File: src/sv/mbd_pkg.sv
`timescale 1ns / 1ps
// ----------------------------------------------------------------------------
// mbd_pkg
// Shared constants and types of the multi-button debounce event mapper.
// ----------------------------------------------------------------------------
package mbd_pkg;

   localparam int NUM_SLOTS  = 8;
   localparam int TIME_WIDTH = 32;

   // only slots with a bound bit can act
   localparam int SCAN_SLOTS = (NUM_SLOTS < 8) ? NUM_SLOTS : 8;
   localparam int SLOT_W     = (SCAN_SLOTS > 1) ? $clog2(SCAN_SLOTS) : 1;

   localparam int NOW_W      = 32;
   localparam int MASK_W     = 8;
   localparam int WINDOW_W   = 16;
   localparam int MAP_W      = 16;
   localparam int CODE_W     = 2;
   localparam int SLOT_IDX_W = 3;
   localparam int CSR_DATA_W = 32;
   localparam int CSR_ADDR_W = 4;

   localparam logic [WINDOW_W-1:0] DEBOUNCE_RESET = 16'd40;

   localparam logic [1:0] REG_WINDOW = 2'd0;
   localparam logic [1:0] REG_BOUND  = 2'd1;
   localparam logic [1:0] REG_MAP    = 2'd2;

   typedef struct packed {
      logic                  confirmed;
      logic                  pending;
      logic [TIME_WIDTH-1:0] start_ms;
   } entry_type;

endpackage

File: src/sv/mbd_if.sv
`timescale 1ns / 1ps
// ----------------------------------------------------------------------------
// mbd_req_if / mbd_rsp_if
// Valid/ready channels for poll samples and emitted events.
// ----------------------------------------------------------------------------
interface mbd_req_if;
   logic                        valid;
   logic                        ready;
   logic [mbd_pkg::NOW_W-1:0]   now_ms;
   logic [mbd_pkg::MASK_W-1:0]  pressed_bits;
   logic [mbd_pkg::MASK_W-1:0]  available_mask;

   modport source (output valid, now_ms, pressed_bits, available_mask, input ready);
   modport sink   (input valid, now_ms, pressed_bits, available_mask, output ready);
endinterface

interface mbd_rsp_if;
   logic                            valid;
   logic                            ready;
   logic [mbd_pkg::CODE_W-1:0]      event_code;
   logic [mbd_pkg::SLOT_IDX_W-1:0]  slot_index;
   logic                            last_event;

   modport source (output valid, event_code, slot_index, last_event, input ready);
   modport sink   (input valid, event_code, slot_index, last_event, output ready);
endinterface

File: src/sv/multi_button_debounce_event_mapper.sv
`timescale 1ns / 1ps
// ----------------------------------------------------------------------------
// multi_button_debounce_event_mapper
// Time-window debouncer over bound button slots; committed presses emit
// their mapped event code in ascending slot order, last one flagged.
//
//   channel  dir  handshake        word
//   req      in   valid/ready      now_ms, pressed_bits, available_mask
//   rsp      out  valid/ready      event_code, slot_index, last_event
//   csr      in   APB write/read   debounce_window_ms, bound_mask, event_map
//
// A poll sweeps the slot state RAM (one read and, for an active slot, one
// write-back per cycle), then emits its events in ST_EMIT. The next poll is
// taken once the last event sits in the output register, or once the sweep
// ends if there is none. Reset is synchronous; slot state reads as released
// and idle until first written (per-slot valid bits). A stalled rsp holds the
// event sweep; the RAM scan itself never stalls.
// ----------------------------------------------------------------------------
module multi_button_debounce_event_mapper (
   input  logic                               clock,
   input  logic                               reset,
   mbd_req_if.sink                            req,
   mbd_rsp_if.source                          rsp,
   input  logic                               csr_psel,
   input  logic                               csr_penable,
   input  logic                               csr_pwrite,
   input  logic [mbd_pkg::CSR_ADDR_W-1:0]     csr_paddr,
   input  logic [mbd_pkg::CSR_DATA_W-1:0]     csr_pwdata,
   output logic [mbd_pkg::CSR_DATA_W-1:0]     csr_prdata,
   output logic                               csr_pready
);

   localparam int SCAN_SLOTS = mbd_pkg::SCAN_SLOTS;
   localparam int SLOT_W     = mbd_pkg::SLOT_W;
   localparam int TIME_WIDTH = mbd_pkg::TIME_WIDTH;
   localparam logic [SLOT_W-1:0] SLOT_LAST = SLOT_W'(SCAN_SLOTS - 1);

   typedef enum logic [1:0] {ST_IDLE, ST_SCAN, ST_EMIT} state_type;

   state_type                       state_ff, state_in;
   logic [SLOT_W-1:0]               slot_ff, slot_in;
   logic [SCAN_SLOTS-1:0]           emit_ff, emit_in;
   logic [SCAN_SLOTS-1:0]           valid_ff, valid_in;
   logic                            ent_valid_ff, ent_valid_in;
   logic [TIME_WIDTH-1:0]           now_ff, now_in;
   logic [mbd_pkg::MASK_W-1:0]      pressed_ff, pressed_in;
   logic [mbd_pkg::MASK_W-1:0]      avail_ff, avail_in;

   logic [mbd_pkg::WINDOW_W-1:0]    window_ff, window_in;
   logic [mbd_pkg::MASK_W-1:0]      bound_ff, bound_in;
   logic [mbd_pkg::MAP_W-1:0]       map_ff, map_in;

   logic                            rsp_valid_ff, rsp_valid_in;
   logic [mbd_pkg::CODE_W-1:0]      rsp_code_ff, rsp_code_in;
   logic [mbd_pkg::SLOT_IDX_W-1:0]  rsp_slot_ff, rsp_slot_in;
   logic                            rsp_last_ff, rsp_last_in;

   logic                            ram_wr_en, ram_rd_en;
   logic [SLOT_W-1:0]               ram_rd_addr;
   mbd_pkg::entry_type              ram_wr_data, ram_rd_data, ent;

   logic                            accept, csr_write, rsp_free;
   logic                            active, level, conf, pend, commit;
   logic [TIME_WIDTH-1:0]           held;
   logic [SLOT_W-1:0]               first_slot;
   logic [SCAN_SLOTS-1:0]           rest;
   logic [1:0]                      csr_index;

   mbd_ram #(
      .WIDTH ($bits(mbd_pkg::entry_type)),
      .DEPTH (SCAN_SLOTS)
   ) u_state_ram (
      .clock   (clock),
      .wr_en   (ram_wr_en),
      .wr_addr (slot_ff),
      .wr_data (ram_wr_data),
      .rd_en   (ram_rd_en),
      .rd_addr (ram_rd_addr),
      .rd_data (ram_rd_data)
   );

   assign accept     = req.valid && req.ready;
   assign req.ready  = (state_ff == ST_IDLE);
   assign rsp_free   = !rsp_valid_ff || rsp.ready;
   assign csr_index  = csr_paddr[mbd_pkg::CSR_ADDR_W-1:2];
   assign csr_write  = csr_psel && csr_penable && csr_pwrite;
   assign csr_pready = 1'b1;

   assign rsp.valid      = rsp_valid_ff;
   assign rsp.event_code = rsp_code_ff;
   assign rsp.slot_index = rsp_slot_ff;
   assign rsp.last_event = rsp_last_ff;

   always_comb begin
      unique case (csr_index)
         mbd_pkg::REG_WINDOW: csr_prdata = mbd_pkg::CSR_DATA_W'(window_ff);
         mbd_pkg::REG_BOUND:  csr_prdata = mbd_pkg::CSR_DATA_W'(bound_ff);
         mbd_pkg::REG_MAP:    csr_prdata = mbd_pkg::CSR_DATA_W'(map_ff);
         default:             csr_prdata = '0;
      endcase
   end

   // per-slot decision on the entry just read
   always_comb begin
      ent    = ram_rd_data;
      active = bound_ff[slot_ff] && avail_ff[slot_ff];
      level  = pressed_ff[slot_ff];
      conf   = ent_valid_ff && ent.confirmed;
      pend   = ent_valid_ff && ent.pending;
      held   = now_ff - ent.start_ms;
      commit = 1'b0;
      ram_wr_data.confirmed = conf;
      ram_wr_data.pending   = 1'b0;
      ram_wr_data.start_ms  = ent.start_ms;
      if (level != conf) begin
         if (!pend) begin
            ram_wr_data.pending  = 1'b1;
            ram_wr_data.start_ms = now_ff;
            commit = (window_ff == '0);
         end else begin
            ram_wr_data.pending = 1'b1;
            commit = (held >= TIME_WIDTH'(window_ff));
         end
         if (commit) begin
            ram_wr_data.confirmed = level;
            ram_wr_data.pending   = 1'b0;
         end
      end
   end

   // lowest pending event
   always_comb begin
      first_slot = '0;
      for (int i = SCAN_SLOTS - 1; i >= 0; i--) begin
         if (emit_ff[i]) begin
            first_slot = SLOT_W'(i);
         end
      end
      rest = emit_ff;
      rest[first_slot] = 1'b0;
   end

   always_comb begin
      state_in     = state_ff;
      slot_in      = slot_ff;
      emit_in      = emit_ff;
      valid_in     = valid_ff;
      ent_valid_in = ent_valid_ff;
      now_in       = now_ff;
      pressed_in   = pressed_ff;
      avail_in     = avail_ff;
      window_in    = window_ff;
      bound_in     = bound_ff;
      map_in       = map_ff;
      rsp_valid_in = rsp_valid_ff;
      rsp_code_in  = rsp_code_ff;
      rsp_slot_in  = rsp_slot_ff;
      rsp_last_in  = rsp_last_ff;
      ram_wr_en    = 1'b0;
      ram_rd_en    = 1'b0;
      ram_rd_addr  = '0;

      if (csr_write) begin
         unique case (csr_index)
            mbd_pkg::REG_WINDOW: window_in = csr_pwdata[mbd_pkg::WINDOW_W-1:0];
            mbd_pkg::REG_BOUND:  bound_in  = csr_pwdata[mbd_pkg::MASK_W-1:0];
            mbd_pkg::REG_MAP:    map_in    = csr_pwdata[mbd_pkg::MAP_W-1:0];
            default: ;
         endcase
      end

      if (rsp.ready) begin
         rsp_valid_in = 1'b0;
      end

      unique case (state_ff)
         ST_IDLE: begin
            if (accept) begin
               now_in      = TIME_WIDTH'(req.now_ms);
               pressed_in  = req.pressed_bits;
               avail_in    = req.available_mask;
               slot_in     = '0;
               ram_rd_en   = 1'b1;
               ram_rd_addr = '0;
               state_in    = ST_SCAN;
            end
         end
         ST_SCAN: begin
            if (active) begin
               ram_wr_en         = 1'b1;
               valid_in[slot_ff] = 1'b1;
               emit_in[slot_ff]  = commit && level;
            end
            if (slot_ff != SLOT_LAST) begin
               ram_rd_en   = 1'b1;
               ram_rd_addr = slot_ff + 1'b1;
               slot_in     = slot_ff + 1'b1;
            end else if (emit_in == '0) begin
               state_in = ST_IDLE;
            end else begin
               state_in = ST_EMIT;
            end
         end
         ST_EMIT: begin
            if (rsp_free) begin
               rsp_valid_in = 1'b1;
               rsp_code_in  = map_ff[2 * first_slot +: mbd_pkg::CODE_W];
               rsp_slot_in  = mbd_pkg::SLOT_IDX_W'(first_slot);
               rsp_last_in  = (rest == '0);
               emit_in      = rest;
               if (rest == '0) begin
                  state_in = ST_IDLE;
               end
            end
         end
         default: state_in = ST_IDLE;
      endcase

      if (ram_rd_en) begin
         ent_valid_in = valid_in[ram_rd_addr] && valid_ff[ram_rd_addr];
      end
   end

   always_ff @(posedge clock) begin
      if (reset) begin
         state_ff     <= ST_IDLE;
         slot_ff      <= '0;
         emit_ff      <= '0;
         valid_ff     <= '0;
         ent_valid_ff <= 1'b0;
         window_ff    <= mbd_pkg::DEBOUNCE_RESET;
         bound_ff     <= '0;
         map_ff       <= '0;
         rsp_valid_ff <= 1'b0;
      end else begin
         state_ff     <= state_in;
         slot_ff      <= slot_in;
         emit_ff      <= emit_in;
         valid_ff     <= valid_in;
         ent_valid_ff <= ent_valid_in;
         window_ff    <= window_in;
         bound_ff     <= bound_in;
         map_ff       <= map_in;
         rsp_valid_ff <= rsp_valid_in;
      end
      now_ff      <= now_in;
      pressed_ff  <= pressed_in;
      avail_ff    <= avail_in;
      rsp_code_ff <= rsp_code_in;
      rsp_slot_ff <= rsp_slot_in;
      rsp_last_ff <= rsp_last_in;
   end

   a_emit_nonempty: assert property (@(posedge clock) disable iff (reset)
      state_ff == ST_EMIT |-> emit_ff != '0)
      else $error("event sweep running with nothing queued");

   a_more_events: assert property (@(posedge clock) disable iff (reset)
      rsp_valid_ff && !rsp_last_ff |-> state_ff == ST_EMIT)
      else $error("non-final event word with no event left to send");

   a_no_port_clash: assert property (@(posedge clock) disable iff (reset)
      ram_wr_en && ram_rd_en |-> ram_rd_addr != slot_ff)
      else $error("state RAM read and write hit the same slot");

   a_accept_clean: assert property (@(posedge clock) disable iff (reset)
      accept |-> emit_ff == '0)
      else $error("poll accepted while events from the last one remain");

   a_scan_length: assert property (@(posedge clock) disable iff (reset)
      state_ff == ST_SCAN && slot_ff != SLOT_LAST |=> state_ff == ST_SCAN)
      else $error("slot sweep left early");

endmodule

File: src/sv/mbd_ram.sv
`timescale 1ns / 1ps
// ----------------------------------------------------------------------------
// mbd_ram
// Generic simple dual-port RAM, one write port, one registered read port.
// ----------------------------------------------------------------------------
module mbd_ram #(
   parameter int WIDTH = 8,
   parameter int DEPTH = 8
) (
   input  logic                                        clock,
   input  logic                                        wr_en,
   input  logic [((DEPTH > 1) ? $clog2(DEPTH) : 1)-1:0] wr_addr,
   input  logic [WIDTH-1:0]                            wr_data,
   input  logic                                        rd_en,
   input  logic [((DEPTH > 1) ? $clog2(DEPTH) : 1)-1:0] rd_addr,
   output logic [WIDTH-1:0]                            rd_data
);

   logic [WIDTH-1:0] mem_ff [DEPTH];
   logic [WIDTH-1:0] rd_data_ff;

   always_ff @(posedge clock) begin
      if (wr_en) begin
         mem_ff[wr_addr] <= wr_data;
      end
      if (rd_en) begin
         rd_data_ff <= mem_ff[rd_addr];
      end
   end

   assign rd_data = rd_data_ff;

endmodule

File: src/flat_wrapper.sv
// flat-port wrapper written by rule: the top's interface ports become plain ports
module multi_button_debounce_event_mapper_flat 
  (clock, reset, csr_psel, csr_penable, csr_pwrite, csr_paddr, csr_pwdata, csr_prdata, csr_pready, req_valid, req_now_ms, req_pressed_bits, req_available_mask, req_ready, rsp_valid, rsp_event_code, rsp_slot_index, rsp_last_event, rsp_ready);
  mbd_req_if req_i ();
  mbd_rsp_if rsp_i ();
  input  logic clock;
  input  logic reset;
  input  logic csr_psel;
  input  logic csr_penable;
  input  logic csr_pwrite;
  input  logic [mbd_pkg::CSR_ADDR_W-1:0] csr_paddr;
  input  logic [mbd_pkg::CSR_DATA_W-1:0] csr_pwdata;
  output logic [mbd_pkg::CSR_DATA_W-1:0] csr_prdata;
  output logic csr_pready;
  input wire logic [$bits(req_i.valid)-1:0] req_valid;
  input wire logic [$bits(req_i.now_ms)-1:0] req_now_ms;
  input wire logic [$bits(req_i.pressed_bits)-1:0] req_pressed_bits;
  input wire logic [$bits(req_i.available_mask)-1:0] req_available_mask;
  output wire logic [$bits(req_i.ready)-1:0] req_ready;
  output wire logic [$bits(rsp_i.valid)-1:0] rsp_valid;
  output wire logic [$bits(rsp_i.event_code)-1:0] rsp_event_code;
  output wire logic [$bits(rsp_i.slot_index)-1:0] rsp_slot_index;
  output wire logic [$bits(rsp_i.last_event)-1:0] rsp_last_event;
  input wire logic [$bits(rsp_i.ready)-1:0] rsp_ready;
  assign req_i.valid = req_valid;
  assign req_i.now_ms = req_now_ms;
  assign req_i.pressed_bits = req_pressed_bits;
  assign req_i.available_mask = req_available_mask;
  assign req_ready = req_i.ready;
  assign rsp_valid = rsp_i.valid;
  assign rsp_event_code = rsp_i.event_code;
  assign rsp_slot_index = rsp_i.slot_index;
  assign rsp_last_event = rsp_i.last_event;
  assign rsp_i.ready = rsp_ready;
  multi_button_debounce_event_mapper u_core (.clock(clock), .reset(reset), .req(req_i), .rsp(rsp_i), .csr_psel(csr_psel), .csr_penable(csr_penable), .csr_pwrite(csr_pwrite), .csr_paddr(csr_paddr), .csr_pwdata(csr_pwdata), .csr_prdata(csr_prdata), .csr_pready(csr_pready));
endmodule
File: config.mk
export PLATFORM = sky130hd
export DESIGN_NAME = multi_button_debounce_event_mapper_flat
export DESIGN_NICKNAME = d
export VERILOG_FILES = /design/src/sv/mbd_pkg.sv /design/src/sv/mbd_if.sv /design/src/sv/multi_button_debounce_event_mapper.sv /design/src/sv/mbd_ram.sv /design/src/flat_wrapper.sv
export SDC_FILE = /design/constraint.sdc
export NUM_CORES = 1
export LEC_CHECK = 0
export BUFFER_PORTS_ARGS = -buffer_cell sky130_fd_sc_hd__buf_4
export CAP_MARGIN = 10
export CORE_ASPECT_RATIO = 0.75
export CORE_MARGIN = 1
export CORE_UTILIZATION = 47
export CTS_BUF_LIST = sky130_fd_sc_hd__clkbuf_2
export DETAILED_ROUTE_END_ITERATION = 6
export PLACE_DENSITY = 0.77
export REMOVE_ABC_BUFFERS = 1
export SLEW_MARGIN = 20
export SYNTH_ARGS = -nofsm -noshare
export SYNTH_HDL_FRONTEND = slang
export SYNTH_SLANG_ARGS = --single-unit
export TNS_END_PERCENT = 30
File: constraint.sdc
create_clock -name clock -period 4.3 [get_ports clock]
set_clock_uncertainty 0.15 [all_clocks]
set_input_delay 0.43 -clock clock [delete_from_list [all_inputs] [get_ports clock]]
set_output_delay 0.43 -clock clock [all_outputs]
set_load 0.1 [all_outputs]
==> run summary, run 1 <==
#FFs+latches synth - 423
crit path kind - reg2reg
layout cells sized above 1 - 28.1%
Post-Syn Area - 19500 µm²
Via density - 5.84
GRT Util Overall - 23.6%
crit path DAT - 5.22 ns
Peak VDD IR - 292 µV
Die Y - 179 µm
largest net degree at the start of global routing - 55
vias - 13842
Ys Warns - 0
number of synthesized flops with an enable pin - 360
Hold Crit Class - in2reg
top-area cell type share of the netlist area - 55.4%
final worst path period share - 108%
gpl congestion - 0.956
most common cell after layout, fill and taps aside - edfxtp_1
Worst-Margin Slew - 0.840 ns
Skew-Pair Late Insertion Delay - 1.06 ns
Die Wd - 237 µm
Leak Pwr - 0.00866 µW
Syn Inst Count - 1415
DRC errors left - 0
clk buf depth - 3
critical path launch point type - register
initial antenna violation count - 2
DP Area - 21300 µm²
clock slew at reported path FFs - 0.13 ns
CTS Buf Count - 95
fin crit period - 4.65 ns
routed len/inst - 20.9 µm
final instance area - 23800 µm²
area of the multi-input gates - 7030 µm²
power density over the cells - 369 nW/µm²
commonest non-fill, non-tap cells in the layout - 360 x edfxtp_1, 171 x buf_4, 146 x dlygate4sd3_1, 144 x clkbuf_2, 135 x nand2_1
MaxCap Viol Count - 0
first-iteration detailed-routing DRC count - 1434
FMAX - 0.215 GHz
Fillers - 3145
syn_area_per_cell - 13.8 µm²
CTS sink count - 423
post-route insts no fill - 2372
CP required - 4.87 ns
Final TNS setup - -5.29 ns
crit end category - register
RSZ-0062 raised after global routing - true
CTS tree - built
Synth async-reset ratio - 0%
global-route wire length before repair - 76100 µm
Synth cell types - 77
CTS root buf - clkbuf_2
WL final - 49500 µm
pre-CTS setup slack - -0.848 ns
Slew Limit Headroom - 43.4%
placed cell count - 2043
HPWL Detailed - 29700 µm
main flop type after synthesis - edfxtp_1
row cnt - 64
fin. max-slew vios - 0
final setup fails - 25
total power - 8790 µW
outcome - finished, violations left
grt ovf - 0
initial core utilization - 47.8%
DIE AREA - 42400 µm²
layout net count - 1907
post-synthesis sequential area ratio - 61.8%
Hold Violations, Final - 0
DR pass1 iterations - 6
CP Max Fanout - 8
synth top area cells - edfxtp_1 55%, mux4_2 8.4%, dfxtp_1 6.5%
Ports - 132
vias in the first global route - 13663
Routed Antenna Nets - 0
register area - 12100 µm²
failing checks - negative setup slack
leading area contributor after synthesis - edfxtp_1
area delta synth->final - 21.9%
port bufs - 96
Final WS setup - -0.345 ns
Core ar. - 40800 µm²
H-tree levels - 3
## state kept, by name, indices dropped and copies added (netlist names), 16 cells and up
register	count
u_core.window_ff	16
u_core.now_ff	32
u_core.u_state_ram.mem_ff	272
u_core.map_ff	16
u_core.u_state_ram.rd_data	34
## synthesized netlist by cell type, types with 5 or more instances
cell type	n
a211oi_1	11
a21boi_0	5
a21o_1	17
a21oi_1	86
a221oi_1	5
a31oi_1	9
and2_1	9
and4_1	5
buf_1	7
buf_2	14
buf_4	17
clkbuf_1	48
dfxtp_1	63
edfxtp_1	360
ha_1	49
inv_1	65
mux2_2	65
mux2i_1	27
mux4_2	73
nand2_1	136
nand2b_1	7
nand3_1	24
nand4_1	15
nor2_1	82
nor2b_1	10
nor3_1	15
nor4_1	9
o211ai_1	10
o21a_1	13
o21ai_0	42
o21ai_1	5
o31ai_1	10
or2_2	5
or3_1	5
xnor2_1	15
## through the flow
stage / hold slack (ns) / utilization [%]
final: 0.0575 / 58.3
after global routing: 0.00234 / 58.3
after CTS: 0.000773 / 58.2
after detailed placement: 0.307 / 52.1
after global placement: 0.294 / 52.1
after floorplan: 0.285 / -
## cell type report
cell class,count,share of cell area [%]
Sequential cell,423,50.7
Multi-Input combinational cell,856,29.5
Inverter,65,1.02
Timing Repair Buffer,325,12.1
Tap cell,528,2.78
Antenna cell,2,0.0210
Clock buffer,144,3.03
Clock inverter,29,0.778
## worst max-delay path: stages, from the launching register on
cell and delay (ns):
edfxtp_1 0.43, buf_6 0.15, fa_2 0.42, nor2b_4 0.17
o2111ai_4 0.15, a2111oi_4 0.43, nor3_2 0.07, xnor2_1 0.13
ha_1 0.22, a211oi_2 0.22, nor2_1 0.09, a2111oi_2 0.24
o2111ai_1 0.17, nor4_1 0.25, o2111ai_1 0.19, a2111o_1 0.42
nor3_4 0.14, o211ai_1 0.10, buf_4 0.17
## final timing paths
check,startpoint,end,slack (ns),cells past startpoint
worst min register to register,u_core.valid_ff[4]$_SDFF_PP0_,u_core.valid_ff[4]$_SDFF_PP0_,0.33,1
worst max register to register,u_core.u_state_ram.rd_data[1]$_DFFE_PP_,u_core.u_state_ram.mem_ff[6][33]$_DFFE_PP_,-0.35,18
worst max-delay path,u_core.u_state_ram.rd_data[1]$_DFFE_PP_,u_core.u_state_ram.mem_ff[6][33]$_DFFE_PP_,-0.35,18
worst min-delay path,csr_pwdata[6],u_core.map_ff[6]$_SDFFE_PP0P_,0.06,4
## repair_timing
item | in CTS | in global routing
endpoints found under the hold margin | 103 | 0
pin swaps | 21 | 8
gates resized for setup | 20 | 7
hold buffers | 146 | 0
setup endpoints to repair | 25 | 25
setup buffers | 8 | 0
## report_power, final
| group | switching (µW) | leakage, µW | internal (µW) |
|---|---|---|---|
| logic | 862 | 0.00418 | 643 |
| clock network | 1600 | 0.000683 | 1020 |
| registers | 49.0 | 0.00379 | 4610 |
| total | 2510 | 0.00866 | 6270 |
## cells by family (layout without fill, tap and decap cells)
group | after synthesis | in the layout | synth area share (%)
compound gates | 263 | 263 | 8.92
xor+xnor | 19 | 19 | 0.852
fa+ha+maj | 50 | 50 | 3.24
buf+inv | 151 | 563 | 3.32
flops | 423 | 423 | 61.8
mux | 165 | 165 | 13.6
other cells | 2 | 19 | 0.0385
simple gates | 342 | 342 | 8.24
## metal layers
metal | GRT usage (%) | share of wire [%] | vias to the layer above
met5 | 0 | 0 | -
met4 | 7.88 | 2.4 | 0
met3 | 4.94 | 8.6 | 127
met2 | 36.8 | 46 | 725
met1 | 33.2 | 43 | 6819
li1 | - | - | 6171
Power figures use the tool's default switching activity.
==> inputs of run 2 (changes only) <==
Settings changed: CORE_UTILIZATION 47 to 55, PLACE_DENSITY 0.77 to 0.86.
==> run summary, run 2 (synthesized netlist as in run 1, its figures left out) <==
Net Sw Power - 2520 µW (was 2510 µW)
layout net count - 1904 (was 1907)
final worst path period share - 107% (was 108%)
gpl congestion - 0.944 (was 0.956)
Biggest register - u_core.u_state_ram.mem_ff (unchanged)
clk buf depth - 3 (unchanged)
critical path launch point type - register (unchanged)
CTS tree - built (unchanged)
most common cell after layout, fill and taps aside - edfxtp_1 (unchanged)
DRC errors left - 10 (was 0)
HPWL Detailed - 29800 µm (was 29700 µm)
vias - 14060 (was 13842)
post-route insts no fill - 2299 (was 2372)
area delta synth->final - 21.2% (was 21.9%)
sequential share of power - 53.2% (was 53.0%)
H-tree levels - 3 (unchanged)
Hold Crit Class - in2reg (unchanged)
fin. max-slew vios - 0 (unchanged)
CP required - 4.94 ns (was 4.87 ns)
Core ar. - 34800 µm² (was 40800 µm²)
Skew-Pair Late Insertion Delay - 1.06 ns (about the same)
grt ovf - 0 (unchanged)
total power - 8770 µW (was 8790 µW)
Fillers - 2301 (was 3145)
placed cell count - 1972 (was 2043)
largest net degree at the start of global routing - 71 (was 55)
sw frac - 28.7% (was 28.6%)
initial antenna violation count - 3 (was 2)
row cnt - 59 (was 64)
crit path DAT - 5.25 ns (was 5.22 ns)
Via density - 6.12 (was 5.84)
Routed Antenna Nets - 0 (unchanged)
DIE AREA - 36300 µm² (was 42400 µm²)
RSZ-0062 raised after global routing - true (unchanged)
Die Wd - 220 µm (was 237 µm)
final setup fails - 25 (unchanged)
Worst-Margin Slew - 0.885 ns (was 0.840 ns)
GRT Util Overall - 28.5% (was 23.6%)
hold slack final - 0.0934 ns (was 0.0575 ns)
Hold Violations, Final - 0 (unchanged)
max FFs per register - 272 (unchanged)
WL final - 50600 µm (was 49500 µm)
MaxCap Viol Count - 0 (unchanged)
Peak VDD IR - 291 µV (was 292 µV)
failing checks - design-rule violations, negative setup slack (was negative setup slack)
CTS sink count - 423 (unchanged)
pre-CTS setup slack - -0.905 ns (was -0.848 ns)
crit end category - register (unchanged)
CP Max Fanout - 5 (was 8)
outcome - finished, violations left (unchanged)
routed len/inst - 22.0 µm (was 20.9 µm)
area of the multi-input gates - 7050 µm² (was 7030 µm²)
Die Y - 165 µm (was 179 µm)
register area - 12100 µm² (unchanged)
global-route wire length before repair - 77900 µm (was 76100 µm)
CTS Buf Count - 98 (was 95)
Logic pwr share - 17.4% (was 17.1%)
CTS root buf - clkbuf_2 (unchanged)
layout cells sized above 1 - 28.5% (was 28.1%)
commonest non-fill, non-tap cells in the layout - 360 x edfxtp_1, 173 x buf_4, 154 x clkbuf_2, 137 x dlygate4sd3_1, 135 x nand2_1 (was 360 x edfxtp_1, 171 x buf_4, 146 x dlygate4sd3_1, 144 x clkbuf_2, 135 x nand2_1)
Ports - 132 (unchanged)
fin crit period - 4.61 ns (was 4.65 ns)
power density over the cells - 370 nW/µm² (was 369 nW/µm²)
Leak Pwr - 0.00863 µW (was 0.00866 µW)
initial core utilization - 56.0% (was 47.8%)
Slew Limit Headroom - 41.0% (was 43.4%)
clock slew at reported path FFs - 0.13 ns (about the same)
crit path kind - reg2reg (unchanged)
port bufs - 96 (unchanged)
DR pass1 iterations - 7 (was 6)
Final WS setup - -0.310 ns (was -0.345 ns)
FMAX - 0.217 GHz (was 0.215 GHz)
Clock power frac - 29.4% (was 29.8%)
first-iteration detailed-routing DRC count - 1479 (was 1434)
DP Area - 21200 µm² (was 21300 µm²)
vias in the first global route - 14301 (was 13663)
Cell Int Power - 6250 µW (was 6270 µW)
final instance area - 23700 µm² (was 23800 µm²)
## run 2: final timing paths
kind,to,depth (start not counted),slack [ns],from
worst max-delay path,u_core.u_state_ram.mem_ff[6][33]$_DFFE_PP_,18,-0.31,u_core.u_state_ram.rd_data[0]$_DFFE_PP_
worst min-delay path,u_core.window_ff[7]$_SDFFE_PP0P_,4,0.09,csr_pwdata[7]
worst max register to register,u_core.u_state_ram.mem_ff[6][33]$_DFFE_PP_,18,-0.31,u_core.u_state_ram.rd_data[0]$_DFFE_PP_
worst min register to register,u_core.valid_ff[5]$_SDFF_PP0_,2,0.34,u_core.valid_ff[5]$_SDFF_PP0_
## run 2: layout make-up
| cell class | instances | share of cell area [%] |
|---|---|---|
| diodes | 2 | 0.0212 |
| clock buffers | 154 | 3.26 |
| clock inverters | 23 | 0.486 |
| inverters | 65 | 1.03 |
| multi-input cells | 856 | 29.8 |
| flip-flops and latches | 423 | 51.0 |
| well taps | 457 | 2.42 |
| repair buffers | 319 | 12.0 |
## run 2: power groups by stage
stage | Combinational (µW) | Clock [µW] | Sequential (µW)
after floorplan | 919 | 0 | 4730
after global placement | 1290 | 0 | 4750
after detailed placement | 1340 | 0 | 4750
after CTS | 1460 | 2600 | 4660
after global routing | 1640 | 2820 | 4670
final | 1530 | 2580 | 4660
## run 2: layer usage
metal / part of all wire, % / global-route usage, % / up-vias
li1: - / - / 6142
met1: 40 / 38.2 / 6847
met2: 47 / 45.0 / 890
met3: 9.5 / 7.11 / 179
met4: 3.2 / 11.5 / 2
met5: 0.026 / 0 / -
## run 2: through the flow
stage | TNS, ns | util (%)
floorplan | -309.58 | -
finish | -5.18 | 67.9
global placement | -15.23 | 60.8
CTS | -3.39 | 67.7
global route | -10.15 | 67.9
detailed placement | -19.95 | 60.8
## run 2: worst max-delay path, stage by stage, from the launching register on
cell	delay (ns)
edfxtp_1	0.46
ha_4	0.21
fa_2	0.41
nor2b_4	0.17
o2111ai_4	0.16
a2111oi_4	0.39
nor3_2	0.07
xnor2_1	0.18
ha_2	0.31
o21ai_2	0.13
nor2_2	0.08
a2111oi_4	0.20
o2111ai_1	0.15
nor4_1	0.26
o2111ai_1	0.17
a2111o_1	0.38
nor3_4	0.17
o211ai_1	0.17
buf_4	0.19
## run 2: timing repair
| item | in CTS | in global routing |
|---|---|---|
| endpoints found under the hold margin | 110 | 0 |
| hold buffers | 137 | 0 |
| gates resized for setup | 22 | 7 |
| endpoints found under the setup margin | 25 | 25 |
| setup buffers | 7 | 4 |
| pin swaps | 23 | 0 |
